[config.mk]
export PLATFORM = sky130hd
export DESIGN_NAME = mppt_incremental_conductance
export DESIGN_NICKNAME = d
export VERILOG_FILES = /design/src/rtl/icm_pkg.sv /design/src/rtl/mppt_incremental_conductance.sv /design/src/rtl/icm_div.sv /design/src/rtl/icm_regs.sv
export SDC_FILE = /design/constraint.sdc
export NUM_CORES = 1
export LEC_CHECK = 0
export ABC_AREA = 1
export ABC_CLOCK_PERIOD_IN_PS = 5900
export BUFFER_PORTS_ARGS = -buffer_cell sky130_fd_sc_hd__buf_2
export CORE_ASPECT_RATIO = 1.25
export CORE_MARGIN = 8
export CORE_UTILIZATION = 59
export CTS_BUF_LIST = sky130_fd_sc_hd__clkbuf_4
export CTS_CLUSTER_DIAMETER = 80
export DETAILED_ROUTE_END_ITERATION = 16
export HOLD_SLACK_MARGIN = 0.08
export PLACE_DENSITY = 0.79
export SLEW_MARGIN = 25
export SYNTH_ARGS = -nofsm -noshare
export SYNTH_HDL_FRONTEND = slang
export SYNTH_SLANG_ARGS = --single-unit
[constraint.sdc]
create_clock -name clk -period 5.9 [get_ports clk]
set_input_delay 0 -clock clk [delete_from_list [all_inputs] [get_ports clk]]
set_output_delay 0 -clock clk [all_outputs]
set_load 0.05 [all_outputs]
[src/rtl/icm_pkg.sv]
// Shared types, constants and register codes for the incremental conductance tracker.
package icm_pkg;

  // Duty width follows the payload struct, so it is fixed here
  localparam int DUTY_BITS     = 8;
  localparam int FRAC_BITS_DEF = 16;

  localparam int SAMPLE_BITS   = 16;
  localparam int CFG_IDX_BITS  = 3;
  localparam int CFG_DATA_BITS = 16;

  // Configuration register indexes
  localparam logic [CFG_IDX_BITS-1:0] CFG_STEP      = 3'd0;
  localparam logic [CFG_IDX_BITS-1:0] CFG_TOLERANCE = 3'd1;
  localparam logic [CFG_IDX_BITS-1:0] CFG_DUTY_LO   = 3'd2;
  localparam logic [CFG_IDX_BITS-1:0] CFG_DUTY_HI   = 3'd3;
  localparam logic [CFG_IDX_BITS-1:0] CFG_DUTY_INIT = 3'd4;

  // Register reset values
  localparam logic [3:0]  STEP_RST      = 4'd1;
  localparam logic [15:0] TOLERANCE_RST = 16'd655;
  localparam logic [7:0]  DUTY_LO_RST   = 8'd0;
  localparam logic [7:0]  DUTY_HI_RST   = 8'd255;
  localparam logic [7:0]  INIT_DUTY_RST = 8'd127;

  // Action codes reported with each duty
  localparam logic [1:0] ACT_FIRST = 2'd0;
  localparam logic [1:0] ACT_HOLD  = 2'd1;
  localparam logic [1:0] ACT_UP    = 2'd2;
  localparam logic [1:0] ACT_DOWN  = 2'd3;

  typedef struct packed {
    logic        [SAMPLE_BITS-1:0] voltage_mv;
    logic signed [SAMPLE_BITS-1:0] current_ma;
  } in_word_t;

  typedef struct packed {
    logic [DUTY_BITS-1:0] duty;
    logic [1:0]           action;
  } out_word_t;

  typedef struct packed {
    logic [3:0]  duty_step;
    logic [15:0] tolerance_q16;
    logic [7:0]  duty_lo;
    logic [7:0]  duty_hi;
    logic [7:0]  duty_init;
  } cfg_t;

endpackage

[src/rtl/mppt_incremental_conductance.sv]
// Incremental conductance MPPT top level: sample control, decision and duty update.
//
//  channel | direction | handshake           | word
//  --------+-----------+---------------------+-------------------------------
//  in_     | input     | in_valid / in_stall | in_word_t  voltage, current
//  out_    | output    | out_valid/out_stall | out_word_t duty, action
//  cfg_    | input     | cfg_valid/cfg_ready | cfg_index, cfg_data
//
// One sample at a time. A sample that needs the two conductance quotients waits on the two
// bit-serial dividers, which run side by side and produce one quotient bit per cycle. The
// first sample and the zero-current, unchanged-voltage and zero-voltage cases skip the
// dividers. Synchronous active-low reset clears control state and loads the register defaults.
// A stalled result holds the next one in the output state and keeps in_stall high until the
// register frees.
module mppt_incremental_conductance
  import icm_pkg::*;
#(
  parameter int FRAC_BITS = FRAC_BITS_DEF
) (
  input  logic                     clk,
  input  logic                     rst_n,
  input  logic                     in_valid,
  output logic                     in_stall,
  input  in_word_t                 in_word,
  output logic                     out_valid,
  input  logic                     out_stall,
  output out_word_t                out_word,
  input  logic                     cfg_valid,
  output logic                     cfg_ready,
  input  logic [CFG_IDX_BITS-1:0]  cfg_index,
  input  logic [CFG_DATA_BITS-1:0] cfg_data
);

  localparam int QW  = SAMPLE_BITS + FRAC_BITS;
  localparam int SW  = QW + 1;
  localparam int XW  = QW + 2;
  localparam int SHL = (FRAC_BITS >= 16) ? FRAC_BITS - 16 : 0;
  localparam int SHR = (FRAC_BITS >= 16) ? 0 : 16 - FRAC_BITS;
  localparam int DW  = ((DUTY_BITS > 8) ? DUTY_BITS : 8) + 2;

  localparam logic [2:0] S_IDLE = 3'd0;
  localparam logic [2:0] S_PREP = 3'd1;
  localparam logic [2:0] S_DIV  = 3'd2;
  localparam logic [2:0] S_DIFF = 3'd3;
  localparam logic [2:0] S_CMP  = 3'd4;
  localparam logic [2:0] S_UPD  = 3'd5;
  localparam logic [2:0] S_OUT  = 3'd6;

  cfg_t cfg;

  logic [2:0]                    state_r;
  logic                          first_r;
  logic                          was_first_r;
  logic [SAMPLE_BITS-1:0]        prev_v_r;
  logic signed [SAMPLE_BITS-1:0] prev_i_r;
  logic [SAMPLE_BITS-1:0]        v_r;
  logic signed [SAMPLE_BITS-1:0] i_r;
  logic signed [SAMPLE_BITS:0]   dv_r;
  logic signed [SAMPLE_BITS:0]   di_r;
  logic signed [SW-1:0]          inc_r;
  logic signed [SW-1:0]          inst_r;
  logic signed [XW-1:0]          diff_r;
  logic [1:0]                    act_r;
  logic [DUTY_BITS-1:0]          duty_r;
  logic                          out_valid_r;
  out_word_t                     out_word_r;

  logic                          in_take;
  logic                          out_free;
  logic                          go_div;
  logic                          div_start;
  logic signed [SAMPLE_BITS:0]   di_abs;
  logic signed [SAMPLE_BITS:0]   dv_abs;
  logic signed [SAMPLE_BITS:0]   i_abs;
  logic                          inc_done;
  logic                          inst_done;
  logic [QW-1:0]                 inc_q;
  logic [QW-1:0]                 inst_q;
  logic signed [SW-1:0]          inc_mag;
  logic signed [SW-1:0]          inst_mag;
  logic signed [XW-1:0]          tol_s;
  logic                          hold;
  logic signed [DW-1:0]          cand;
  logic signed [DW-1:0]          min_s;
  logic signed [DW-1:0]          max_s;
  logic [DUTY_BITS-1:0]          duty_nxt;

  icm_regs u_regs (
    .clk       (clk),
    .rst_n     (rst_n),
    .cfg_valid (cfg_valid),
    .cfg_ready (cfg_ready),
    .cfg_index (cfg_index),
    .cfg_data  (cfg_data),
    .cfg       (cfg)
  );

  // Handshake
  assign in_stall  = (state_r != S_IDLE);
  assign in_take   = in_valid && !in_stall;
  assign out_free  = !out_valid_r || !out_stall;
  assign out_valid = out_valid_r;
  assign out_word  = out_word_r;

  // Magnitudes for the dividers
  assign di_abs = di_r[SAMPLE_BITS] ? -di_r : di_r;
  assign dv_abs = dv_r[SAMPLE_BITS] ? -dv_r : dv_r;
  assign i_abs  = i_r[SAMPLE_BITS-1] ? -(SAMPLE_BITS+1)'(i_r) : (SAMPLE_BITS+1)'(i_r);

  // Divide only when no special case decides
  assign go_div    = !was_first_r && (i_r != '0) && (dv_r != '0) && (v_r != '0);
  assign div_start = (state_r == S_PREP) && go_div;

  icm_div #(.FRAC_BITS(FRAC_BITS)) u_div_inc (
    .clk   (clk),
    .rst_n (rst_n),
    .start (div_start),
    .num   (di_abs[SAMPLE_BITS-1:0]),
    .den   (dv_abs[SAMPLE_BITS-1:0]),
    .done  (inc_done),
    .quot  (inc_q)
  );

  icm_div #(.FRAC_BITS(FRAC_BITS)) u_div_inst (
    .clk   (clk),
    .rst_n (rst_n),
    .start (div_start),
    .num   (i_abs[SAMPLE_BITS-1:0]),
    .den   (v_r),
    .done  (inst_done),
    .quot  (inst_q)
  );

  assign inc_mag  = $signed({1'b0, inc_q});
  assign inst_mag = $signed({1'b0, inst_q});

  // Scale tolerance to the quotient's fraction bits
  assign tol_s = $signed(XW'(cfg.tolerance_q16 >> SHR) << SHL);
  assign hold  = diff_r[XW-1] ? (diff_r > -tol_s) : (diff_r < tol_s);

  // Step and saturate the duty, low bound first; the first sample loads the initial duty instead
  assign min_s = $signed(DW'(cfg.duty_lo));
  assign max_s = $signed(DW'(cfg.duty_hi));
  always_comb begin
    cand = $signed(DW'(duty_r));
    case (act_r)
      ACT_UP:   cand = cand + $signed(DW'(cfg.duty_step));
      ACT_DOWN: cand = cand - $signed(DW'(cfg.duty_step));
      default: ;
    endcase
    if (cand < min_s) begin
      cand = min_s;
    end else if (cand > max_s) begin
      cand = max_s;
    end
    if (act_r == ACT_FIRST) begin
      duty_nxt = DUTY_BITS'(cfg.duty_init);
    end else begin
      duty_nxt = cand[DUTY_BITS-1:0];
    end
  end

  // Sequence one sample
  always_ff @(posedge clk) begin
    if (!rst_n) begin
      state_r     <= S_IDLE;
      first_r     <= 1'b1;
      prev_v_r    <= '0;
      prev_i_r    <= '0;
      duty_r      <= DUTY_BITS'(INIT_DUTY_RST);
      out_valid_r <= 1'b0;
    end else begin
      case (state_r)
        S_IDLE: begin
          if (in_take) begin
            state_r  <= S_PREP;
            first_r  <= 1'b0;
            prev_v_r <= in_word.voltage_mv;
            prev_i_r <= in_word.current_ma;
          end
        end
        S_PREP: begin
          state_r <= go_div ? S_DIV : S_UPD;
        end
        S_DIV: begin
          if (inc_done && inst_done) begin
            state_r <= S_DIFF;
          end
        end
        S_DIFF:  state_r <= S_CMP;
        S_CMP:   state_r <= S_UPD;
        S_UPD: begin
          state_r <= S_OUT;
          duty_r  <= duty_nxt;
        end
        S_OUT: begin
          if (out_free) begin
            state_r <= S_IDLE;
          end
        end
        default: state_r <= S_IDLE;
      endcase
      // Load a new word, or drop the one taken downstream
      if ((state_r == S_OUT) && out_free) begin
        out_valid_r <= 1'b1;
      end else if (out_valid_r && !out_stall) begin
        out_valid_r <= 1'b0;
      end
    end
  end

  // Hold sample and working values
  always_ff @(posedge clk) begin
    case (state_r)
      S_IDLE: begin
        if (in_take) begin
          was_first_r <= first_r;
          v_r         <= in_word.voltage_mv;
          i_r         <= in_word.current_ma;
          dv_r        <= $signed({1'b0, in_word.voltage_mv}) - $signed({1'b0, prev_v_r});
          di_r        <= $signed({in_word.current_ma[SAMPLE_BITS-1], in_word.current_ma})
                         - $signed({prev_i_r[SAMPLE_BITS-1], prev_i_r});
        end
      end
      S_PREP: begin
        if (was_first_r) begin
          act_r <= ACT_FIRST;
        end else if (i_r == '0) begin
          act_r <= ACT_UP;
        end else if (dv_r == '0) begin
          if (di_r > 0) begin
            act_r <= ACT_UP;
          end else if (di_r < 0) begin
            act_r <= ACT_DOWN;
          end else begin
            act_r <= ACT_HOLD;
          end
        end else if (v_r == '0) begin
          act_r <= ACT_UP;
        end
      end
      S_DIV: begin
        if (inc_done && inst_done) begin
          inc_r  <= (di_r[SAMPLE_BITS] ^ dv_r[SAMPLE_BITS]) ? -inc_mag : inc_mag;
          inst_r <= i_r[SAMPLE_BITS-1] ? inst_mag : -inst_mag;
        end
      end
      S_DIFF: begin
        diff_r <= XW'(inc_r) - XW'(inst_r);
      end
      S_CMP: begin
        if (hold) begin
          act_r <= ACT_HOLD;
        end else if (!diff_r[XW-1] && (diff_r != '0)) begin
          act_r <= ACT_UP;
        end else begin
          act_r <= ACT_DOWN;
        end
      end
      S_OUT: begin
        if (out_free) begin
          out_word_r.duty   <= duty_r;
          out_word_r.action <= act_r;
        end
      end
      default: ;
    endcase
  end

endmodule

[src/rtl/icm_div.sv]
// Bit-serial restoring divider: (num << FRAC_BITS) / den, one quotient bit per cycle.
module icm_div
  import icm_pkg::*;
#(
  parameter int FRAC_BITS = FRAC_BITS_DEF
) (
  input  logic                            clk,
  input  logic                            rst_n,
  input  logic                            start,
  input  logic [SAMPLE_BITS-1:0]          num,
  input  logic [SAMPLE_BITS-1:0]          den,
  output logic                            done,
  output logic [SAMPLE_BITS+FRAC_BITS-1:0] quot
);

  localparam int QW = SAMPLE_BITS + FRAC_BITS;
  localparam int CW = $clog2(QW + 1);

  logic [QW-1:0]          num_sr_r;
  logic [QW-1:0]          quot_r;
  logic [SAMPLE_BITS-1:0] rem_r;
  logic [SAMPLE_BITS-1:0] den_r;
  logic [CW-1:0]          cnt_r;
  logic                   done_r;

  logic [SAMPLE_BITS:0]   trial;
  logic                   fits;

  // Bring down the next numerator bit and try the subtraction
  assign trial = {rem_r, num_sr_r[QW-1]};
  assign fits  = (trial >= {1'b0, den_r});

  // Count quotient bits, flag the last one
  always_ff @(posedge clk) begin
    if (!rst_n) begin
      cnt_r  <= '0;
      done_r <= 1'b0;
    end else begin
      done_r <= 1'b0;
      if (start) begin
        cnt_r <= CW'(QW);
      end else if (cnt_r != '0) begin
        cnt_r <= cnt_r - 1'b1;
        if (cnt_r == CW'(1)) begin
          done_r <= 1'b1;
        end
      end
    end
  end

  // Shift numerator out, quotient in
  always_ff @(posedge clk) begin
    if (start) begin
      num_sr_r <= {num, {FRAC_BITS{1'b0}}};
      rem_r    <= '0;
      den_r    <= den;
      quot_r   <= '0;
    end else if (cnt_r != '0) begin
      num_sr_r <= {num_sr_r[QW-2:0], 1'b0};
      rem_r    <= fits ? SAMPLE_BITS'(trial - {1'b0, den_r}) : trial[SAMPLE_BITS-1:0];
      quot_r   <= {quot_r[QW-2:0], fits};
    end
  end

  assign done = done_r;
  assign quot = quot_r;

endmodule

[src/rtl/icm_regs.sv]
// Configuration register file for the tracker.
module icm_regs
  import icm_pkg::*;
(
  input  logic                     clk,
  input  logic                     rst_n,
  input  logic                     cfg_valid,
  output logic                     cfg_ready,
  input  logic [CFG_IDX_BITS-1:0]  cfg_index,
  input  logic [CFG_DATA_BITS-1:0] cfg_data,
  output cfg_t                     cfg
);

  cfg_t cfg_r;

  // Always take writes; drop unknown indexes
  assign cfg_ready = 1'b1;

  always_ff @(posedge clk) begin
    if (!rst_n) begin
      cfg_r.duty_step     <= STEP_RST;
      cfg_r.tolerance_q16 <= TOLERANCE_RST;
      cfg_r.duty_lo       <= DUTY_LO_RST;
      cfg_r.duty_hi       <= DUTY_HI_RST;
      cfg_r.duty_init     <= INIT_DUTY_RST;
    end else if (cfg_valid && cfg_ready) begin
      case (cfg_index)
        CFG_STEP:      cfg_r.duty_step     <= cfg_data[3:0];
        CFG_TOLERANCE: cfg_r.tolerance_q16 <= cfg_data;
        CFG_DUTY_LO:   cfg_r.duty_lo       <= cfg_data[7:0];
        CFG_DUTY_HI:   cfg_r.duty_hi       <= cfg_data[7:0];
        CFG_DUTY_INIT: cfg_r.duty_init     <= cfg_data[7:0];
        default: ;
      endcase
    end
  end

  assign cfg = cfg_r;

endmodule
After elaboration in Yosys (flattened, before gate mapping)
Index checks and enable logic that the tools add are counted.

Output and inout port bits: 13. Logic and storage cells: 166. Input bits: 56. Bits in registers: 442.

Muxes and demuxes: 38. Reduce and logical (&&, ||, !) cells: 45. Add/subtract/negate cells: 15. Equal/unequal tests: 18. $lt $le $gt $ge: 8. Bitwise logic cells: 4.

Operators by type and width (count): two-way mux 32 bit (6); two-way mux 16 bit (5); negator 32 -> 33 bit (2); negator 16 bit (3); greater-or-equal comparator 17 x 16 -> 1 bit (2); greater-than comparator 34 bit (1); < comparator 34 x 17 -> 1 bit (1); negator 16 -> 34 bit (1); nonzero test 34 bit (1); subtractor 16 x 16 -> 17 bit (2); subtractor 33 x 33 -> 34 bit (1); logical NOT 16 bit (2); nonzero test 16 bit (2); subtractor 16 bit (2); two-way mux 6 bit (4); two-way mux 8 bit (3); case mux 3 bit (7 select lines) (1); case mux 10 bit (2 select lines) (1); AND reduction 2 bit (9); greater-than comparator 17 x 1 -> 1 bit (second input constant) (1); logical NOT 17 bit (1); < comparator 17 x 1 -> 1 bit (second input constant) (1); nonzero test 17 bit (1); two-way mux 2 bit (7); other kinds (28) (68).

Logic depth before layout (Yosys ltp)
Gate-level depths: netlist (run 1).

Depth after elaboration: 7. Gate-level depth with buffers: 26. Gate-level depth less buffers: 26.

Modules after synthesis
Synthesis (run 1) repeated with hierarchy kept, for this count alone.

Cells, all modules: 3335. Area, all modules: 26586.7 um^2.

Modules (own cells, without submodules): mppt_incremental_conductance (sequential area each 6276.0 um^2, area an instance 15712.6 um^2, times used 1, cells each 1873); icm_div (sequential area each 2062.0 um^2, area an instance 4553.1 um^2, times used 2, cells each 607); icm_regs (sequential area each 880.8 um^2, area an instance 1767.9 um^2, times used 1, cells each 248).

Worst setup path after synthesis (run 1)
Ideal clock, no wire load.

Path kind: reg2reg. Start point: reg state_r[1]. End point: reg inc_r[0] (enable). Path buffers: 0. Library setup time: 0.571 ns. Data required time: 5.329 ns. Data arrival time: 5.138 ns. Slack: 0.191 ns. Stages on the path, launching flop included: 7. Period minus slack after synthesis: 5.709 ns. Cell sequence: dfxtp_1 inv_1 nor2_1 inv_1 nor2_1 inv_1 nor3_1.

Longest elaborated chain between the ends: 2.

Ends and longest elaborated chain: start: declaration (RTL line mppt_incremental_conductance.sv:51) `logic [2:0] state_r;`; start signal: assignment (RTL line mppt_incremental_conductance.sv:183) `state_r <= go_div ? S_DIV : S_UPD;`; equality test 3 x 2 -> 1 bit (RTL line mppt_incremental_conductance.sv:214) `case (state_r)`; AND reduction 2 bit (no source line); end signal: assignment (RTL line mppt_incremental_conductance.sv:244) `inc_r <= (di_r[SAMPLE_BITS] ^ dv_r[SAMPLE_BITS]) ? -inc_mag : inc_mag;`; end: declaration (RTL line mppt_incremental_conductance.sv:60) `logic signed [SW-1:0] inc_r;`.

Every way passes these cells. A chain may end at the register's enable or synchronous reset.

Final worst setup path (run 1)
Start point: in cfg_index[0]. End point: reg u_regs.cfg_r, in the netlist u_regs.cfg[32].

Longest elaborated chain between the ends: 2.

Ends and longest elaborated chain: start: declaration (RTL line mppt_incremental_conductance.sv:30) `input logic [CFG_IDX_BITS-1:0] cfg_index,`; equality test 3 x 1 -> 1 bit (RTL line icm_regs.sv:27) `case (cfg_index)`; AND reduction 2 bit (no source line); end: declaration (RTL line icm_regs.sv:14) `cfg_t cfg_r;`.

Every way passes these cells.

==> results of run 1 <==
[worst max-delay path, cell delays in order]
cell and delay, ps:
dlygate4sd3_1 540, dlygate4sd3_1 580, buf_2 130, dlygate4sd3_1 580, nand2_1 80, dlygate4sd3_1 600
nor2_1 280, dlygate4sd3_1 860, inv_1 370, o21ai_0 250, dlygate4sd3_1 580, a21oi_1 60
dlygate4sd3_1 600
[layout make-up]
cell class	count	share of cell area, %
Timing Repair Buffer	220	6.31
Clock buffer	161	4.15
Clock inverter	51	0.931
Inverter	471	6.07
Tap cell	565	2.43
Antenna cell	1	0.00859
Multi-Input combinational cell	2028	41.4
Sequential cell	442	38.7
[logic make-up (layout without fill, tap and decap cells)]
| group | count (synthesis) | after routing | share of synthesized area, % |
|---|---|---|---|
| xor gates and xnor gates | 186 | 186 | 6.40 |
| adders and majority gates | 188 | 188 | 9.44 |
| AOI/OAI and AO/OA | 614 | 614 | 13.8 |
| other | 1 | 2 | 0.0147 |
| buffers and inverters | 546 | 903 | 8.42 |
| and+or+nand+nor | 1039 | 1039 | 17.6 |
| DFF | 442 | 442 | 44.3 |
[how the worst max path moves through the flow]
stage,from,to,cells past startpoint
after floorplan,state_r[1],inc_r[0],6
after global placement,i_r[0],u_div_inc.num_sr_r[16],10
after detailed placement,i_r[0],u_div_inst.quot[6],13
after CTS,cfg_index[0],u_regs.cfg[38],13
after global routing,cfg_index[0],u_regs.cfg[37],13
final,cfg_index[0],u_regs.cfg[32],13
[synth_stat cells (39+ instances only)]
master	n
clkbuf_1	39
xor2_1	136
nor2_1	225
edfxtp_1	243
o211ai_1	55
nand3_1	113
o21ai_0	199
a21oi_1	224
nor3_1	56
inv_1	460
xnor2_1	50
dfxtp_1	199
nand2_1	544
ha_1	181
[routing by layer]
layer	up-vias	routed length [um]	track usage [%]
li1	10700	-	-
met1	9862	23700	25.8
met2	638	30700	44.1
met3	186	3040	4.10
met4	0	2180	11.8
met5	-	0	0
[metrics by stage]
step / std cells / cell area, um^2 / power, mW / setup slack [ps] / util [%]
floorplan: 3016 / 25500 / 9.83 / 191 / -
global placement: 3584 / 26200 / 10.8 / 2340 / 61.2
detailed placement: 3584 / 26200 / 11.1 / 2250 / 61.2
CTS: 3938 / 29100 / 13.9 / 1630 / 68.0
global route: 3939 / 29100 / 15.0 / 1110 / 68.0
finish: 3939 / 29100 / 13.8 / 1160 / 68.0
[cells in the final DEF (no fill, tap or decap), types with 31 or more instances in the layout]
master,netlist,routed
nand2_1,544,544
inv_1,460,460
edfxtp_1,243,243
nor2_1,225,223
a21oi_1,224,223
o21ai_0,199,199
dfxtp_1,199,199
ha_1,181,181
clkbuf_4,0,161
dlygate4sd3_1,0,142
xor2_1,136,136
nand3_1,113,113
buf_2,16,67
nor3_1,56,55
o211ai_1,55,55
xnor2_1,50,50
clkinv_1,4,41
nand4_1,31,31
a22oi_1,31,31
[power by group through the flow]
stage	Clock, mW	Combinational (mW)	Sequential, mW
CTS	2.72	5.92	5.23
finish	2.65	5.95	5.24
global route	2.89	6.80	5.34
detailed placement	0	5.81	5.29
global placement	0	5.56	5.25
floorplan	0	4.76	5.07
[registers in the layout (all words and copies together), names as in the netlist, 3 cells and up]
register,count
u_div_inc.quot,32
di_r,17
u_div_inst.num_sr_r,16
dv_r,17
v_r,16
diff_r,34
prev_i_r,16
u_div_inst.quot,32
inst_r,33
u_regs.cfg,44
u_div_inc.num_sr_r,16
out_word,10
duty_r,8
u_div_inst.rem_r,16
u_div_inc.rem_r,16
u_div_inc.den_r,16
i_r,16
prev_v_r,16
u_div_inst.den_r,16
u_div_inc.cnt_r,6
u_div_inst.cnt_r,6
state_r,3
inc_r,33
==> flow_summary.ini, run 1 <==
[flow_run]
max-cap-violations = 0

[global_routing]
track_usage_pct = 23.7
grt_pass1_vias = 21800
grt_pass1_wl_mm = 99.7
grt_max_degree = 97
grt_overflow_total = 0
antenna_found_initial = 1

[clock_network]
cts_hold_buf = 142
post-cts-setup-buffers = 0
cts-resized-gates = 0
path_clk_slew_ps = 70
cts_root_buf = clkbuf_4
clock_latency_ps = 880
numCtsBuffers = 111
cts_max_level = 3
cts_tree = yes
cts_buffer_depth = 3
cts_sinks = 442

[setup_path]
r2r_cells = 26
cp-end-kind = flop
r2r_end = act_r[1]
required_ps = 6670
crit_type = input port to flop
cp_max_fo = 20
r2r-start = u_regs.cfg[24]
ff2ff_setup_slack_ps = 2110
start_kind = input port
arrival_ps = 5510

[power]
pwr-share-seq_pct = 37.9
p_sw_mw = 5.78
p_sw_share_pct = 41.7
p_int_mw = 8.07
power.density_nw_per_um2 = 475
peakVddDrop_mv = 0.290
power_frac_comb_pct = 43.0
p_leak_nw = 13.4
clock_power_share_pct = 19.1

[layout]
drive_gt1_share_pct = 9.31
fillers = 3347
multi_input_area_um2 = 12100
fin_nets = 3518
syn_to_final_growth_pct = 14.4
seq_area_um2 = 11300

[logic_synthesis]
synth_cell_types = 61
ys_warn_count = 0
synth_area_leader_cell = edfxtp_1
synth.avg_cell_area_um2 = 8.45
synth_area_um2 = 25500
syn_nets = 3260
synth_area_leaders = edfxtp_1 29%, dfxtp_1 16%, ha_1 8.9%
ys.flop_type = edfxtp_1
ys_seq_area_share_pct = 44.3
async_flop_share_pct = 0
synth_edf_count = 243
syn_inst = 3016
synth_top_area_share_pct = 28.6
ys_ff_latch = 442

[placed_design]
port_buffers = 67
dp_hpwl_mm = 41.5
gp_congestion = 0.952

[sta]
relSlewSlack_pct = 29.1
setup_violations = 0
worst_pin_slew_ps = 1060
fin_hold_ws_ps = 181
skew_ps = 84.8
hold_violations = 0
max_clock_freq_mhz = 211
rsz0062_at_grt = no
finalMaxSlewViolations = 0
setup_tns_ps = 0
fin_crit_ps = 4740
fin_crit_sh_pct = 80.3

[drt]
drt_iter0_drc = 1131
wl_per_cell_um = 15.1
dr.pass1.iters = 6
drc = 0
ant_nets = 0
wirelength_mm = 59.6
viasPerCell = 5.43
num_vias = 21400

[worst_hold_path]
worstHoldPathType = input port to flop
min_path_cells = 6
hold_start = in_valid
min_to = state_r[1]

[floorplan]
io_pins = 69
die_h_um = 248
start_util_pct = 59.4
rows = 85
dieArea_um2 = 50100
core_area_um2 = 42900
die_w_um = 202

[status]
outcome = completed
No activity file was read; power rests on OpenSTA's default activity.
==> run 2: changes to the inputs <==
ABC_AREA = 0   (was 1)
ABC_CLOCK_PERIOD_IN_PS = 4300   (was 5900)
clock period = 4.3 ns   (was 5.9 ns; I/O delays follow)
==> run 2 against run 1 <==
Routed wire length down 8.8%. Largest cell class unchanged. Clock skew down 17 ps. Die area down 2.2%. First-iteration DRC count down 12%. Clock power up 36%. Register-to-register slack worse by 1800 ps. Via count down 7.2%. Worst setup slack worse by 830 ps. Power up 12%. Sequential power up 21%.
==> flow_summary.ini, run 2 <==
[clock_network]
numCtsBuffers = 107
post-cts-setup-buffers = 0
cts_max_level = 3
cts_buffer_depth = 3
clock_latency_ps = 840
path_clk_slew_ps = 80
cts_root_buf = clkbuf_4
cts_sinks = 442
cts_tree = yes

[logic_synthesis]
synth_edf_count = 243
ys.flop_type = edfxtp_1
synth_cell_types = 77
synthTopCellsByCount = 398 x nand2_1, 243 x edfxtp_1, 234 x a21oi_1
synth_area_leaders = edfxtp_1 29%, dfxtp_1 16%, ha_1 9.1%
synth.most_common_cell = nand2_1
synth_area_leader_cell = edfxtp_1
syn_nets = 2916
synth.avg_cell_area_um2 = 9.30
synth_area_um2 = 24900
ys_seq_area_share_pct = 45.4
syn_inst = 2672
async_flop_share_pct = 0
ys_warn_count = 0
synth_top_area_share_pct = 29.4
ys_ff_latch = 442

[sta]
rsz0062_at_grt = no
worst_pin_slew_ps = 874
setup_tns_ps = 0
finalMaxSlewViolations = 0
max_clock_freq_mhz = 252
setup_violations = 0
relSlewSlack_pct = 40.9
skew_ps = 67.7
fin_crit_ps = 3970
hold_violations = 0
fin_crit_sh_pct = 92.3

[placed_design]
gp_congestion = 0.909
port_buffers = 67
dp_hpwl_mm = 37.9

[layout]
final_common_cell = nand2_1
multi_input_area_um2 = 12400
syn_to_final_growth_pct = 14.6
mostFrequentLayoutCells = 397 x nand2_1, 243 x edfxtp_1, 234 x a21oi_1
drive_gt1_share_pct = 10.6
largest_reg_flops = 44
seq_area_um2 = 11300
fillers = 3227
fin_nets = 3145

[drt]
dr.pass1.iters = 6
drt_iter0_drc = 994
wl_per_cell_um = 15.3
ant_nets = 0
num_vias = 19900
viasPerCell = 5.59
drc = 0
wirelength_mm = 54.4

[setup_path]
cp_max_fo = 8
r2r_cells = 17
required_ps = 5010
r2r_end = duty_r[6]
worstSetupEndpoint = duty_r[6]
cp-startpoint = duty_r[0]
cp-end-kind = flop
r2r-start = duty_r[0]
ff2ff_setup_slack_ps = 330
start_kind = flop
crit_type = flop to flop
arrival_ps = 4680

[global_routing]
gr-usage-met3_pct = 3.83
grt_pass1_wl_mm = 90.7
met1_usage_pct = 24.4
grt_pass1_vias = 20000
track_usage_pct = 22.1
grt_overflow_total = 0
grt_use_met2_pct = 40.5
grt_max_degree = 97
busiest_layer = met2
antenna_found_initial = 1

[floorplan]
dieArea_um2 = 49000
die_h_um = 245
core_area_um2 = 41800
rows = 84
start_util_pct = 59.4
io_pins = 69
die_w_um = 200

[power]
peakVddDrop_mv = 0.371
power.density_nw_per_um2 = 542
power_mw = 15.4
p_leak_nw = 11.6

[status]
outcome = completed

[worst_hold_path]
worstHoldPathType = input port to flop

[flow_run]
max-cap-violations = 0
[run 2: cell type report]
cell class | count | share of cell area (%)
clock buffer | 168 | 4.43
multi-input combinational | 1921 | 43.6
clock inverter | 35 | 0.746
timing repair buffer | 221 | 6.43
inverter | 208 | 2.75
sequential | 442 | 39.6
tap | 559 | 2.45
antenna | 1 | 0.00878
[run 2: cell families after synthesis]
kind of cell             count (synthesis)  synth area share, %
AND/OR/NAND/NOR                        875                 16.2
XOR/XNOR                               192                 6.76
buffers and inverters                  309                 4.81
adder cells (fa/ha/maj)                188                 9.67
AO/OA/AOI/OAI                          634                 15.8
flip-flops                             442                 45.4
multiplexers                            31                 1.30
other                                    1               0.0151
[run 2: how the worst min path moves through the flow]
stage	depth (start not counted)	startpoint	endpoint	slack, ps
final	5	out_stall	out_valid	160
after global routing	4	in_word[15]	di_r[15]	180
after CTS	5	out_stall	out_valid	100
after detailed placement	1	in_word[16]	v_r[0]	210
after global placement	1	in_word[16]	v_r[0]	220
after floorplan	0	in_word[0]	i_r[0]	100
[run 2: power by group]
part | switching, mW | internal [mW] | leakage, nW
registers | 0.742 | 5.62 | 3.90
clock network | 1.70 | 1.91 | 0.885
logic | 3.23 | 2.25 | 6.81
[run 2: critical path: stages, from the launching register on]
cell	delay, ps
dfxtp_1	380
inv_1	110
ha_1	200
fa_1	390
inv_1	80
a21oi_1	60
o21ai_0	330
nor3_1	80
a31oi_1	180
xnor2_1	180
ha_1	350
o21a_1	120
o211ai_1	70
a21oi_1	140
a211oi_1	60
o21ai_2	410
mux2_2	390
a221o_1	330
[run 2: timing repair]
| item | CTS | global route |
|---|---|---|
| hold endpoints to repair | 167 | 0 |
| setup endpoints to repair | 0 | 6 |
| gates resized for setup | 0 | 2 |
| hold buffers | 128 | 0 |
[run 2: metal layers]
metal  up-vias  wire (um)
met3       159       2750
met4         0       1770
met2       559      28000
li1       9970          -
met1      9178      21800
met5         -          0
[run 2: through the flow]
step           hold WS (ps)  cells  instance area (um^2)  utilization (%)  worst slack [ps]
2_1_floorplan          98.9   2672                 24900                -               363
3_3_place_gp            216   3222                 25700             61.4               179
3_5_place_dp            210   3222                 25700             61.4               113
4_1_cts                 103   3553                 28400             68.0              93.4
5_1_grt                 181   3555                 28500             68.1              14.2
6_report                160   3555                 28500             68.1               329
==> run 3: changes to the inputs <==
CORE_ASPECT_RATIO = unset   (was 1.25)
REMOVE_ABC_BUFFERS = 1   (was unset)
==> run 3 against run 2 <==
Sequential share of layout area is 0.14 points lower. Via count is 1.3% higher. Design area up 0.36%. Register-to-register slack got worse by 40 ps. Hold slack improved by 15 ps. Clock power about the same. Final cell count increased by 0.11%. Utilization rose by 0.36 points. Maximum frequency fell by 1.1%. Clock skew up 9.7 ps. Flip-flop and latch count stayed put. Highest routed layer unchanged.
==> flow_summary.ini, run 3 (same netlist as run 2, synthesis figures left out) <==
[layout]
final_common_cell = nand2_1
finalInstanceArea_um2 = 28600
fin_nets = 3159
finish.utilization_pct = 68.5
layout.cells.non_filler = 3559
mostFrequentLayoutCells = 397 x nand2_1, 243 x edfxtp_1, 234 x a21oi_1
largest_reg_flops = 44
drive_gt1_share_pct = 10.3
syn_to_final_growth_pct = 15.0

[floorplan]
die_h_um = 221
dieArea_um2 = 49000
io_pins = 69
core_area_um2 = 41800
start_util_pct = 59.5
rows = 75
die_w_um = 221

[power]
power_mw = 15.5
p_leak_nw = 11.6
peakVddDrop_mv = 0.389
power.density_nw_per_um2 = 542

[sta]
hold_violations = 0
skew_ps = 77.4
worst_pin_slew_ps = 896
max_clock_freq_mhz = 249
relSlewSlack_pct = 40.1
finalMaxSlewViolations = 0
fin_crit_sh_pct = 93.3
setup_tns_ps = 0
fin_crit_ps = 4010
rsz0062_at_grt = no
setup_violations = 0

[setup_path]
required_ps = 5010
arrival_ps = 4720
r2r-start = u_regs.cfg[41]
crit_type = flop to flop
start_kind = flop
r2r_cells = 17
r2r_end = duty_r[6]
cp_max_fo = 8
ff2ff_setup_slack_ps = 290
cp-end-kind = flop

[placed_design]
dp_hpwl_mm = 38.4
gp_congestion = 0.884
port_buffers = 67
dp_cells = 3200
placed_area_um2 = 25700

[global_routing]
track_usage_pct = 22.7
grt_max_degree = 67
antenna_found_initial = 3
grt_pass1_vias = 20300
grt_pass1_wl_mm = 94.4
grt_overflow_total = 0

[drt]
wirelength_mm = 56.9
drt_iter0_drc = 1245
viasPerCell = 5.65
dr.pass1.iters = 6
wl_per_cell_um = 16.0
drc = 0
num_vias = 20100
ant_nets = 0

[worst_hold_path]
hold_start = in_word[30]
worstHoldPathType = input port to flop
min_to = dv_r[14]
min_path_cells = 4

[clock_network]
cts_max_level = 3
clock_latency_ps = 870
cts_root_buf = clkbuf_4
cts_sinks = 442
cts_buffer_depth = 3
cts_tree = yes
post-cts-setup-buffers = 0
numCtsBuffers = 113
path_clk_slew_ps = 70

[flow_run]
max-cap-violations = 0

[status]
outcome = completed
==> run 3: cell type report <==
cell class | count | area (um^2)
Fill cell | 3090 | 13200
Multi-Input combinational cell | 1921 | 12400
Sequential cell | 442 | 11300
Timing Repair Buffer | 229 | 1910
Clock buffer | 161 | 1210
Inverter | 208 | 785
Tap cell | 539 | 674
Clock inverter | 55 | 290
Antenna cell | 4 | 10.0
==> run 3: per-layer routing <==
layer / up-vias / GRT usage, % / routed length [um]
met5: - / 0 / 0
met2: 551 / 41.5 / 28600
met3: 186 / 4.63 / 2730
li1: 10000 / - / -
met1: 9377 / 25.1 / 23400
met4: 0 / 10.5 / 2180
==> run 3: timing repair <==
action	CTS	global route
hold endpoints to repair	171	0
setup endpoints to repair	0	8
resized for setup	0	5
hold buffers	139	0
==> run 3: worst max-delay path by stage <==
stage,from,end,slack [ps]
2_1_floorplan,u_div_inc.den_r[1],u_div_inc.rem_r[2],210
3_3_place_gp,u_regs.cfg[41],duty_r[6],180
3_5_place_dp,u_regs.cfg[41],duty_r[6],60
4_1_cts,u_regs.cfg[41],duty_r[6],30
5_1_grt,u_regs.cfg[41],duty_r[3],30
6_report,u_regs.cfg[41],duty_r[6],290
==> run 3: worst max-delay path: stages, from the launching register on <==
cell and delay, ps:
dfxtp_1 390, inv_1 110, ha_1 300, inv_1 80
o21bai_1 80, a21o_1 200, a211o_1 290, o22ai_1 200
o21ai_0 170, xnor2_1 210, ha_1 360, nand2_1 100
nor3_2 310, nor2_1 70, o21ai_1 230, o21ai_4 170
mux2_2 300, a221o_1 330
==> run 3: metrics by stage <==
stage | worst slack, ps | hold WS (ps)
floorplan | 213 | 61.9
global placement | 181 | 209
detailed placement | 57.8 | 206
CTS | 30.5 | 81.0
global route | 30.8 | 130
finish | 286 | 175
==> run 3: report_power, final <==
group          total [mW]  internal [mW]  switching, mW
registers            6.37           5.62          0.755
clock network        3.63           1.82           1.81
logic                5.50           2.25           3.25
